[src/sv/command_frame_receiver_replier_macros.svh]
// Assertion helpers shared by the command frame receiver and replier.
`ifndef COMMAND_FRAME_RECEIVER_REPLIER_MACROS_SVH
`define COMMAND_FRAME_RECEIVER_REPLIER_MACROS_SVH

// Check a same-cycle implication, masked while in reset.
`define CFCR_ASSERT_IMPL(label, ante, cons, msg) \
  label: assert property (@(posedge clk_i) disable iff (!rst_ni) (ante) |-> (cons)) \
    else $error(msg);

// Check an implication in the next cycle, masked while in reset.
`define CFCR_ASSERT_NEXT(label, ante, cons, msg) \
  label: assert property (@(posedge clk_i) disable iff (!rst_ni) (ante) |=> (cons)) \
    else $error(msg);

`endif

[src/sv/cfcr_pkg.sv]
package cfcr_pkg;

  localparam logic [7:0] HDR0      = 8'h5E;
  localparam logic [7:0] HDR1      = 8'h0C;
  localparam logic [3:0] FRAME_LEN = 4'd10;
  localparam logic [3:0] LAST_IDX  = 4'd9;
  localparam logic [3:0] SUM_HI    = 4'd8;

  typedef enum logic [2:0] {
    EV_ACK    = 3'd0,
    EV_WAIT   = 3'd1,
    EV_STOP   = 3'd2,
    EV_TASK   = 3'd3,
    EV_REPORT = 3'd4
  } event_e;

  typedef enum logic [1:0] {
    MODE_NONE = 2'd0,
    MODE_WAIT = 2'd1,
    MODE_STOP = 2'd2
  } mode_e;

  typedef enum logic [2:0] {
    CFG_NODE_ID     = 3'd0,
    CFG_WAIT_CODE   = 3'd1,
    CFG_STOP_CODE   = 3'd2,
    CFG_TASK_CODE   = 3'd3,
    CFG_REPLY_CODE  = 3'd4,
    CFG_REPORT_CODE = 3'd5
  } cfg_idx_e;

  // One outgoing packet: bytes two to seven plus the fields shown on every byte
  typedef struct packed {
    logic [7:0]  node;
    logic [7:0]  cmd;
    logic [31:0] data;
    event_e      ev;
    logic [15:0] target_x;
    logic [15:0] target_y;
  } packet_t;

endpackage

[src/sv/cfcr_front.sv]
module cfcr_front (
  input  logic              clk_i,
  input  logic              rst_ni,
  input  logic              accept_i,
  input  logic              operation_i,
  input  logic [7:0]        data_byte_i,
  input  logic              frame_start_i,
  input  logic [15:0]       pos_x_i,
  input  logic [15:0]       pos_y_i,
  input  logic              cfg_we_i,
  input  logic [2:0]        cfg_index_i,
  input  logic [7:0]        cfg_data_i,
  output logic              push_o,
  output cfcr_pkg::packet_t desc_o
);

  logic [7:0] node_id_q, wait_code_q, stop_code_q, task_code_q, reply_code_q, report_code_q;

  logic [3:0]  byte_count_q, byte_count_d;
  logic [15:0] sum_q, sum_d;
  logic        hok_q, hok_d;
  logic [7:0]  cmd_q, cmd_d;
  logic [7:0]  payload_q [4];
  logic [7:0]  payload_d [4];
  logic [7:0]  sum_high_q, sum_high_d;
  cfcr_pkg::mode_e mode_q, mode_d;
  logic [15:0] tgt_x_q, tgt_x_d, tgt_y_q, tgt_y_d;

  logic [3:0]  cnt_eff;
  logic [15:0] sum_eff;
  logic        hok_eff;
  cfcr_pkg::event_e ev;

  // Write configuration registers
  always_ff @(posedge clk_i or negedge rst_ni) begin
    if (!rst_ni) begin
      node_id_q     <= 8'd1;
      wait_code_q   <= 8'd1;
      stop_code_q   <= 8'd2;
      task_code_q   <= 8'd3;
      reply_code_q  <= 8'd4;
      report_code_q <= 8'd5;
    end else if (cfg_we_i) begin
      unique case (cfg_index_i)
        cfcr_pkg::CFG_NODE_ID:     node_id_q     <= cfg_data_i;
        cfcr_pkg::CFG_WAIT_CODE:   wait_code_q   <= cfg_data_i;
        cfcr_pkg::CFG_STOP_CODE:   stop_code_q   <= cfg_data_i;
        cfcr_pkg::CFG_TASK_CODE:   task_code_q   <= cfg_data_i;
        cfcr_pkg::CFG_REPLY_CODE:  reply_code_q  <= cfg_data_i;
        cfcr_pkg::CFG_REPORT_CODE: report_code_q <= cfg_data_i;
        default: ;
      endcase
    end
  end

  // Parse received bytes and decide which packet to queue
  always_comb begin
    byte_count_d = byte_count_q;
    sum_d        = sum_q;
    hok_d        = hok_q;
    cmd_d        = cmd_q;
    payload_d    = payload_q;
    sum_high_d   = sum_high_q;
    mode_d       = mode_q;
    tgt_x_d      = tgt_x_q;
    tgt_y_d      = tgt_y_q;
    push_o       = 1'b0;
    ev           = cfcr_pkg::EV_ACK;
    desc_o       = '0;
    cnt_eff      = frame_start_i ? 4'd0 : byte_count_q;
    sum_eff      = frame_start_i ? 16'd0 : sum_q;
    hok_eff      = frame_start_i ? 1'b1 : hok_q;

    if (accept_i) begin
      if (operation_i) begin
        // Position report from the current position
        push_o          = 1'b1;
        desc_o.node     = node_id_q;
        desc_o.cmd      = (mode_q == cfcr_pkg::MODE_WAIT) ? wait_code_q : report_code_q;
        desc_o.data     = {pos_x_i, pos_y_i};
        desc_o.ev       = cfcr_pkg::EV_REPORT;
        desc_o.target_x = tgt_x_q;
        desc_o.target_y = tgt_y_q;
      end else begin
        if (frame_start_i) begin
          byte_count_d = 4'd0;
          sum_d        = 16'd0;
          hok_d        = 1'b1;
        end
        if (cnt_eff < cfcr_pkg::FRAME_LEN) begin
          byte_count_d = cnt_eff + 4'd1;
          if (cnt_eff < cfcr_pkg::SUM_HI) begin
            sum_d = sum_eff + {8'd0, data_byte_i};
            case (cnt_eff)
              4'd0:    hok_d = (data_byte_i == cfcr_pkg::HDR0);
              4'd1:    hok_d = hok_eff && (data_byte_i == cfcr_pkg::HDR1);
              4'd2:    hok_d = hok_eff && (data_byte_i == node_id_q);
              4'd3:    cmd_d = data_byte_i;
              default: payload_d[cnt_eff[1:0]] = data_byte_i;
            endcase
          end else if (cnt_eff == cfcr_pkg::SUM_HI) begin
            sum_high_d = data_byte_i;
          end else if (hok_eff && ({sum_high_q, data_byte_i} == sum_eff)) begin
            // Act on a good frame, first matching code wins
            if (cmd_q == wait_code_q) begin
              mode_d = cfcr_pkg::MODE_WAIT;
              ev     = cfcr_pkg::EV_WAIT;
            end else if (cmd_q == stop_code_q) begin
              mode_d = cfcr_pkg::MODE_STOP;
              ev     = cfcr_pkg::EV_STOP;
            end else if (cmd_q == task_code_q) begin
              tgt_x_d = {payload_q[0], payload_q[1]};
              tgt_y_d = {payload_q[2], payload_q[3]};
              ev      = cfcr_pkg::EV_TASK;
            end
            push_o          = 1'b1;
            desc_o.node     = node_id_q;
            desc_o.cmd      = reply_code_q;
            desc_o.data     = 32'd0;
            desc_o.ev       = ev;
            desc_o.target_x = tgt_x_d;
            desc_o.target_y = tgt_y_d;
          end
        end
      end
    end
  end

  // Hold receive state
  always_ff @(posedge clk_i or negedge rst_ni) begin
    if (!rst_ni) begin
      byte_count_q <= cfcr_pkg::FRAME_LEN;
      sum_q        <= 16'd0;
      hok_q        <= 1'b0;
      cmd_q        <= 8'd0;
      payload_q    <= '{default: 8'd0};
      sum_high_q   <= 8'd0;
      mode_q       <= cfcr_pkg::MODE_NONE;
      tgt_x_q      <= 16'd0;
      tgt_y_q      <= 16'd0;
    end else begin
      byte_count_q <= byte_count_d;
      sum_q        <= sum_d;
      hok_q        <= hok_d;
      cmd_q        <= cmd_d;
      payload_q    <= payload_d;
      sum_high_q   <= sum_high_d;
      mode_q       <= mode_d;
      tgt_x_q      <= tgt_x_d;
      tgt_y_q      <= tgt_y_d;
    end
  end

endmodule

[src/sv/cfcr_queue.sv]
`include "command_frame_receiver_replier_macros.svh"

module cfcr_queue (
  input  logic              clk_i,
  input  logic              rst_ni,
  input  logic              push_i,
  input  cfcr_pkg::packet_t desc_i,
  output logic              full_o,
  input  logic              pop_i,
  output logic              valid_o,
  output cfcr_pkg::packet_t desc_o
);

  cfcr_pkg::packet_t slot_q [2];
  logic       wr_ptr_q, rd_ptr_q;
  logic [1:0] count_q;

  assign full_o  = (count_q == 2'd2);
  assign valid_o = (count_q != 2'd0);
  assign desc_o  = slot_q[rd_ptr_q];

  // Store pushed packets
  always_ff @(posedge clk_i) begin
    if (push_i) begin
      slot_q[wr_ptr_q] <= desc_i;
    end
  end

  // Advance pointers and occupancy
  always_ff @(posedge clk_i or negedge rst_ni) begin
    if (!rst_ni) begin
      wr_ptr_q <= 1'b0;
      rd_ptr_q <= 1'b0;
      count_q  <= 2'd0;
    end else begin
      if (push_i) wr_ptr_q <= ~wr_ptr_q;
      if (pop_i)  rd_ptr_q <= ~rd_ptr_q;
      count_q <= count_q + {1'b0, push_i} - {1'b0, pop_i};
    end
  end

  `CFCR_ASSERT_IMPL(a_no_push_full, push_i, !full_o, "push into full queue")
  `CFCR_ASSERT_IMPL(a_no_pop_empty, pop_i, valid_o, "pop from empty queue")
  `CFCR_ASSERT_IMPL(a_count_range, 1'b1, count_q != 2'd3, "queue count out of range")

endmodule

[src/sv/cfcr_back.sv]
`include "command_frame_receiver_replier_macros.svh"

module cfcr_back (
  input  logic              clk_i,
  input  logic              rst_ni,
  input  logic              q_valid_i,
  input  cfcr_pkg::packet_t q_desc_i,
  output logic              q_pop_o,
  output logic              out_valid_o,
  input  logic              out_stall_i,
  output logic [7:0]        tx_byte_o,
  output logic              tx_last_o,
  output logic [2:0]        event_res_o,
  output logic [15:0]       target_x_o,
  output logic [15:0]       target_y_o
);

  cfcr_pkg::packet_t cur_q, cur_d;
  logic        busy_q, busy_d;
  logic [3:0]  idx_q, idx_d;
  logic [15:0] sum_q, sum_d;
  logic        out_valid_q, out_valid_d;
  logic [7:0]  byte_q, byte_d;
  logic        last_q, last_d;
  logic [2:0]  ev_q, ev_d;
  logic [15:0] tx_q, tx_d, ty_q, ty_d;

  logic       advance, last_now;
  logic [7:0] cur_byte;

  assign advance  = !out_valid_q || !out_stall_i;
  assign last_now = busy_q && (idx_q == cfcr_pkg::LAST_IDX);
  assign q_pop_o  = q_valid_i && (!busy_q || (advance && last_now));

  // Select the byte at the current position
  always_comb begin
    unique case (idx_q)
      4'd0:    cur_byte = cfcr_pkg::HDR0;
      4'd1:    cur_byte = cfcr_pkg::HDR1;
      4'd2:    cur_byte = cur_q.node;
      4'd3:    cur_byte = cur_q.cmd;
      4'd4:    cur_byte = cur_q.data[31:24];
      4'd5:    cur_byte = cur_q.data[23:16];
      4'd6:    cur_byte = cur_q.data[15:8];
      4'd7:    cur_byte = cur_q.data[7:0];
      4'd8:    cur_byte = sum_q[15:8];
      4'd9:    cur_byte = sum_q[7:0];
      default: cur_byte = 8'd0;
    endcase
  end

  // Serialize the current packet into the output register
  always_comb begin
    cur_d       = cur_q;
    busy_d      = busy_q;
    idx_d       = idx_q;
    sum_d       = sum_q;
    out_valid_d = out_valid_q;
    byte_d      = byte_q;
    last_d      = last_q;
    ev_d        = ev_q;
    tx_d        = tx_q;
    ty_d        = ty_q;
    if (advance) begin
      out_valid_d = busy_q;
      if (busy_q) begin
        byte_d = cur_byte;
        last_d = last_now;
        ev_d   = cur_q.ev;
        tx_d   = cur_q.target_x;
        ty_d   = cur_q.target_y;
        idx_d  = idx_q + 4'd1;
        if (idx_q < cfcr_pkg::SUM_HI) sum_d = sum_q + {8'd0, cur_byte};
        if (last_now) busy_d = 1'b0;
      end
    end
    if (q_pop_o) begin
      cur_d  = q_desc_i;
      busy_d = 1'b1;
      idx_d  = 4'd0;
      sum_d  = 16'd0;
    end
  end

  always_ff @(posedge clk_i or negedge rst_ni) begin
    if (!rst_ni) begin
      busy_q      <= 1'b0;
      idx_q       <= 4'd0;
      out_valid_q <= 1'b0;
    end else begin
      busy_q      <= busy_d;
      idx_q       <= idx_d;
      out_valid_q <= out_valid_d;
    end
  end

  always_ff @(posedge clk_i) begin
    cur_q  <= cur_d;
    sum_q  <= sum_d;
    byte_q <= byte_d;
    last_q <= last_d;
    ev_q   <= ev_d;
    tx_q   <= tx_d;
    ty_q   <= ty_d;
  end

  assign out_valid_o = out_valid_q;
  assign tx_byte_o   = byte_q;
  assign tx_last_o   = last_q;
  assign event_res_o = ev_q;
  assign target_x_o  = tx_q;
  assign target_y_o  = ty_q;

  `CFCR_ASSERT_IMPL(a_idx_range, busy_q, idx_q < cfcr_pkg::FRAME_LEN, "byte index past frame")
  `CFCR_ASSERT_NEXT(a_last_frees, advance && last_now && !q_valid_i, !busy_q,
                    "serializer still busy after last byte")

endmodule

[src/sv/command_frame_receiver_replier.sv]
// Command frame receiver and replier. Received bytes (operation 0) are taken one per cycle
// unless the input is stalled, and parsed into 10-byte frames (5E 0C, node id, command,
// four payload bytes, 16-bit big-endian sum); a good frame queues a 10-byte
// acknowledgement, a report request (operation 1) queues a 10-byte position frame. The
// transmit side sends one byte per cycle while out_stall_i is low, packets back to back.
// A two-entry packet queue separates the parser from the serializer; the input stalls only
// while that queue is full. Configuration writes are accepted every cycle (cfg_ready_o is
// always high).
module command_frame_receiver_replier (
  input  logic        clk_i,
  input  logic        rst_ni,
  input  logic        in_valid_i,
  output logic        in_stall_o,
  input  logic        operation_i,
  input  logic [7:0]  data_byte_i,
  input  logic        frame_start_i,
  input  logic [15:0] pos_x_i,
  input  logic [15:0] pos_y_i,
  input  logic        cfg_valid_i,
  output logic        cfg_ready_o,
  input  logic [2:0]  cfg_index_i,
  input  logic [7:0]  cfg_data_i,
  output logic        out_valid_o,
  input  logic        out_stall_i,
  output logic [7:0]  tx_byte_o,
  output logic        tx_last_o,
  output logic [2:0]  event_res_o,
  output logic [15:0] target_x_o,
  output logic [15:0] target_y_o
);

  logic              q_full, q_valid, q_push, q_pop;
  cfcr_pkg::packet_t push_desc, pop_desc;

  assign in_stall_o  = q_full;
  assign cfg_ready_o = 1'b1;

  cfcr_front u_front (
    .clk_i         (clk_i),
    .rst_ni        (rst_ni),
    .accept_i      (in_valid_i && !q_full),
    .operation_i   (operation_i),
    .data_byte_i   (data_byte_i),
    .frame_start_i (frame_start_i),
    .pos_x_i       (pos_x_i),
    .pos_y_i       (pos_y_i),
    .cfg_we_i      (cfg_valid_i),
    .cfg_index_i   (cfg_index_i),
    .cfg_data_i    (cfg_data_i),
    .push_o        (q_push),
    .desc_o        (push_desc)
  );

  cfcr_queue u_queue (
    .clk_i   (clk_i),
    .rst_ni  (rst_ni),
    .push_i  (q_push),
    .desc_i  (push_desc),
    .full_o  (q_full),
    .pop_i   (q_pop),
    .valid_o (q_valid),
    .desc_o  (pop_desc)
  );

  cfcr_back u_back (
    .clk_i       (clk_i),
    .rst_ni      (rst_ni),
    .q_valid_i   (q_valid),
    .q_desc_i    (pop_desc),
    .q_pop_o     (q_pop),
    .out_valid_o (out_valid_o),
    .out_stall_i (out_stall_i),
    .tx_byte_o   (tx_byte_o),
    .tx_last_o   (tx_last_o),
    .event_res_o (event_res_o),
    .target_x_o  (target_x_o),
    .target_y_o  (target_y_o)
  );

endmodule

[config.mk]
export PLATFORM = sky130hd
export DESIGN_NAME = command_frame_receiver_replier
export DESIGN_NICKNAME = d
export VERILOG_FILES = /design/src/sv/cfcr_pkg.sv /design/src/sv/cfcr_front.sv /design/src/sv/cfcr_queue.sv /design/src/sv/cfcr_back.sv /design/src/sv/command_frame_receiver_replier.sv
export VERILOG_INCLUDE_DIRS = /design/src /design/src/sv
export SDC_FILE = /design/constraint.sdc
export NUM_CORES = 1
export LEC_CHECK = 0
export BUFFER_PORTS_ARGS = -buffer_cell sky130_fd_sc_hd__buf_2
export CORE_ASPECT_RATIO = 1.5
export CORE_MARGIN = 2
export CORE_UTILIZATION = 55
export DETAILED_ROUTE_END_ITERATION = 8
export PLACE_DENSITY = 0.77
export SKIP_LAST_GASP = 1
export SLEW_MARGIN = 15
export SYNTH_ARGS = -nofsm -noshare
export SYNTH_HDL_FRONTEND = slang
export SYNTH_HIERARCHICAL = 1
export SYNTH_SLANG_ARGS = --single-unit
[constraint.sdc]
create_clock -name clk_i -period 17.3 [get_ports clk_i]
set_input_delay 2.595 -clock clk_i [delete_from_list [all_inputs] [get_ports clk_i]]
set_output_delay 2.595 -clock clk_i [all_outputs]
set_load 0.1 [all_outputs]
==> run_results.csv <==
group,metric,value,unit
critical_path,crit_required,17480,ps
synthesis,ys_ff_latch,470,
route,postRouteAntennaNets,0,
placed_design,routabilityCongestion,0.829,
critical_path,critical_path_class,"in -> reg",
critical_path,rrSetupSlack,12670,ps
clock_tree,cts_resized,0,
synthesis,syn_inst,1347,
power,vdd_drop_max,115,uV
synthesis,yosysMostFrequentCell,"edfxtp_1",
route,drc,0,
synthesis,synth.net_count,1433,
clock_tree,hold_buffers,0,
synthesis,synth-edff-count,293,
global_routing,grt_pass1_vias,11300,
critical_path,cp-end-kind,"flip-flop",
min_path,min_from,"u_back/cur_q[11]",
global_routing,gr-total-overflow,0,
placed_design,portBuffers,103,
timing,timing.fmax,0.148,GHz
floorplan,start_util,0.557,
floorplan,core,35900,um2
finish,syn2layout_area_growth,11.5,%
synthesis,synth_area,20000,um2
min_path,hp-class,"reg -> reg",
clock_tree,cts-buffers-inserted,42,
synthesis,synth_cell_types,76,
finish,postLayoutCellArea,22300,um2
synthesis,synth_top_area_cell,"edfxtp_1",
finish,n_antenna_cell,0,
status,status,"finished, final reports clean",
synthesis,synth_area_leaders,"edfxtp_1 44%, dfrtp_1 19%, mux2_4 6.6%",
critical_path,arrival,6950,ps
placed_design,dp_hpwl,24600,um
finish,final_nets,1524,
clock_tree,clock_path_buffers,3,
route,wirelength,37800,um
synthesis,synth_commonest_cells,"293 x edfxtp_1, 151 x dfrtp_1, 104 x mux2_2, 93 x nand2_1, 88 x mux2_4",
clock_tree,cts_tree,"built",
route,firstDrtPassIters,5,
floorplan,io_pins,105,
synthesis,netlist.area_leader.share,0.439,
clock_tree,root_buffer,"clkbuf_16",
global_routing,antenna_found_initial,0,
route,wl_per_cell,19.4,um
clock_tree,insertion_delay,560,ps
global_routing,grt_max_degree,84,
timing,slew_violations,0,
job,drv_cap,0,
critical_path,crit_path_start_kind,"input port",
route,drt_iter0_drc,698,
global_routing,grt_pass1_wl,60600,um
timing,final.setup.tns,0,ps
critical_path,critPathMaxFanout,63,
floorplan,dieArea,38000,um2
critical_path,r2r_start,"u_queue/count_q[1]",
timing,rsz0062_at_grt,"false",
floorplan,die_w,160,um
power,powerDensity,151,nW/um2
critical_path,crit_start,"frame_start_i",
synthesis,synth-main-ff-cell,"edfxtp_1",
global_routing,grt_use_total,0.201,
timing,finalHoldViolCount,0,
power,p_leak,8.98,nW
route,vias,11100,
timing,setup_viol,0,
timing,final.period_utilization,0.391,
floorplan,rows,85,
timing,maxSlewHeadroom,0.250,
clock_tree,htreeDepth,2,
synthesis,ys_async_sr_fraction,0.343,
timing,fin_crit,6760,ps
synthesis,yosysWarningCount,6,
timing,fin_skew,14.9,ps
synthesis,ys_seq_area_frac,0.657,
finish,layout-drive-gt1-share,0.271,
clock_tree,clk_pin_slew,60,ps
floorplan,die_height,238,um
timing,tightest_slew,1130,ps
clock_tree,cts_setup_buffers,0,
clock_tree,cts.sinks,470,
placed_design,placed_area,20900,um2
route,vias_per_cell,5.71,
synthesis,postSynthAreaPerCell,14.9,um2
## final timing paths
path / cells after the start / endpoint
max in group asynchronous: 2 / u_front/sum_q[10]
worst max register to register: 8 / u_queue/slot_q[0][55]
worst min register to register: 0 / u_back/target_y_o[11]
worst min-delay path: 0 / u_back/target_y_o[11]
worst max-delay path: 11 / u_queue/slot_q[0][55]
min in group asynchronous: 1 / u_front/tgt_x_q[11]
## report_power, final
| group | total, mW | switching [mW] | internal (mW) | leakage, nW |
|---|---|---|---|---|
| Clock | 0.967 | 0.405 | 0.562 | 0.704 |
| Combinational | 0.871 | 0.532 | 0.339 | 3.30 |
| Sequential | 1.52 | 0.126 | 1.40 | 4.97 |
## metrics by stage
stage / total power [mW] / cells / util / hold WS, ps / setup slack, ps
floorplan: 2.21 / 1347 / - / 400 / 8010
global placement: 2.38 / 1872 / 0.581 / 401 / 10070
detailed placement: 2.41 / 1872 / 0.581 / 405 / 9980
CTS: 3.38 / 1950 / 0.621 / 417 / 10570
global route: 3.52 / 1950 / 0.621 / 425 / 10250
finish: 3.36 / 1950 / 0.621 / 412 / 10540
## layout make-up
type,instances,area (um2)
sequential,470,13200
clock inverter,29,362
tap,478,598
inverter,30,114
timing repair buffer,113,597
fill,2687,13600
clock buffer,49,1090
multi-input combinational,781,6400
## state kept, by name, indices dropped and copies added, names as in the netlist, 16 cells and up
register,count
u_back/cur_q,83
u_back/sum_q,16
u_back/target_x_o,16
u_back/target_y_o,16
u_front/payload_q,32
u_front/sum_q,16
u_front/tgt_x_q,16
u_front/tgt_y_q,16
u_queue/slot_q,166
## placed cells by master, fill, tap and decap left out, types with 10 or more instances in the layout
master,synthesis,layout
mux2_2,104,104
nand3_1,25,25
o21ai_0,56,56
inv_1,30,28
clkbuf_16,0,42
and2_1,11,10
edfxtp_1,293,293
dfstp_2,10,10
nand2b_1,16,16
buf_4,4,10
a22o_1,40,40
nor2_1,29,29
a22oi_1,12,12
buf_2,3,102
dfrtp_1,151,150
mux2_4,88,88
nor2b_1,24,22
ha_1,26,26
nor4_1,10,10
a21oi_1,26,26
dfxtp_1,16,16
nand2_1,93,93
xor2_1,31,31
xnor2_1,15,15
a31oi_1,13,13
and3_1,36,36
## critical path: stages
cell      delay [ps]
buf_2            390
nand2b_1         210
inv_1             60
ha_1             310
or4_1            520
or4_1            430
nor4_2           220
nand4_1          330
nand2_1          370
nor2b_4          640
buf_4            780
## cell families (layout without fill, tap and decap cells)
family,count (synthesis),in the layout,share of synthesized area
muxes,201,201,0.129
AOI/OAI and AO/OA,215,215,0.0744
buffers and inverters,96,221,0.0244
other,1,1,0.000187
adders and majority gates,28,28,0.0182
and+or+nand+nor,289,289,0.0752
DFF,470,470,0.657
xor gates and xnor gates,47,47,0.0213
## per-layer routing
| metal | wire, um | vias to the layer above | global-route usage | share of wire |
|---|---|---|---|---|
| met2 | 19400 | 305 | 0.351 | 0.51 |
| met1 | 15400 | 5514 | 0.254 | 0.41 |
| met5 | 0 | - | 0 | 0 |
| li1 | - | 5229 | - | - |
| met3 | 1800 | 80 | 0.0288 | 0.048 |
| met4 | 1230 | 0 | 0.0797 | 0.032 |
Note: power is estimated with default switching activity, not from simulation.
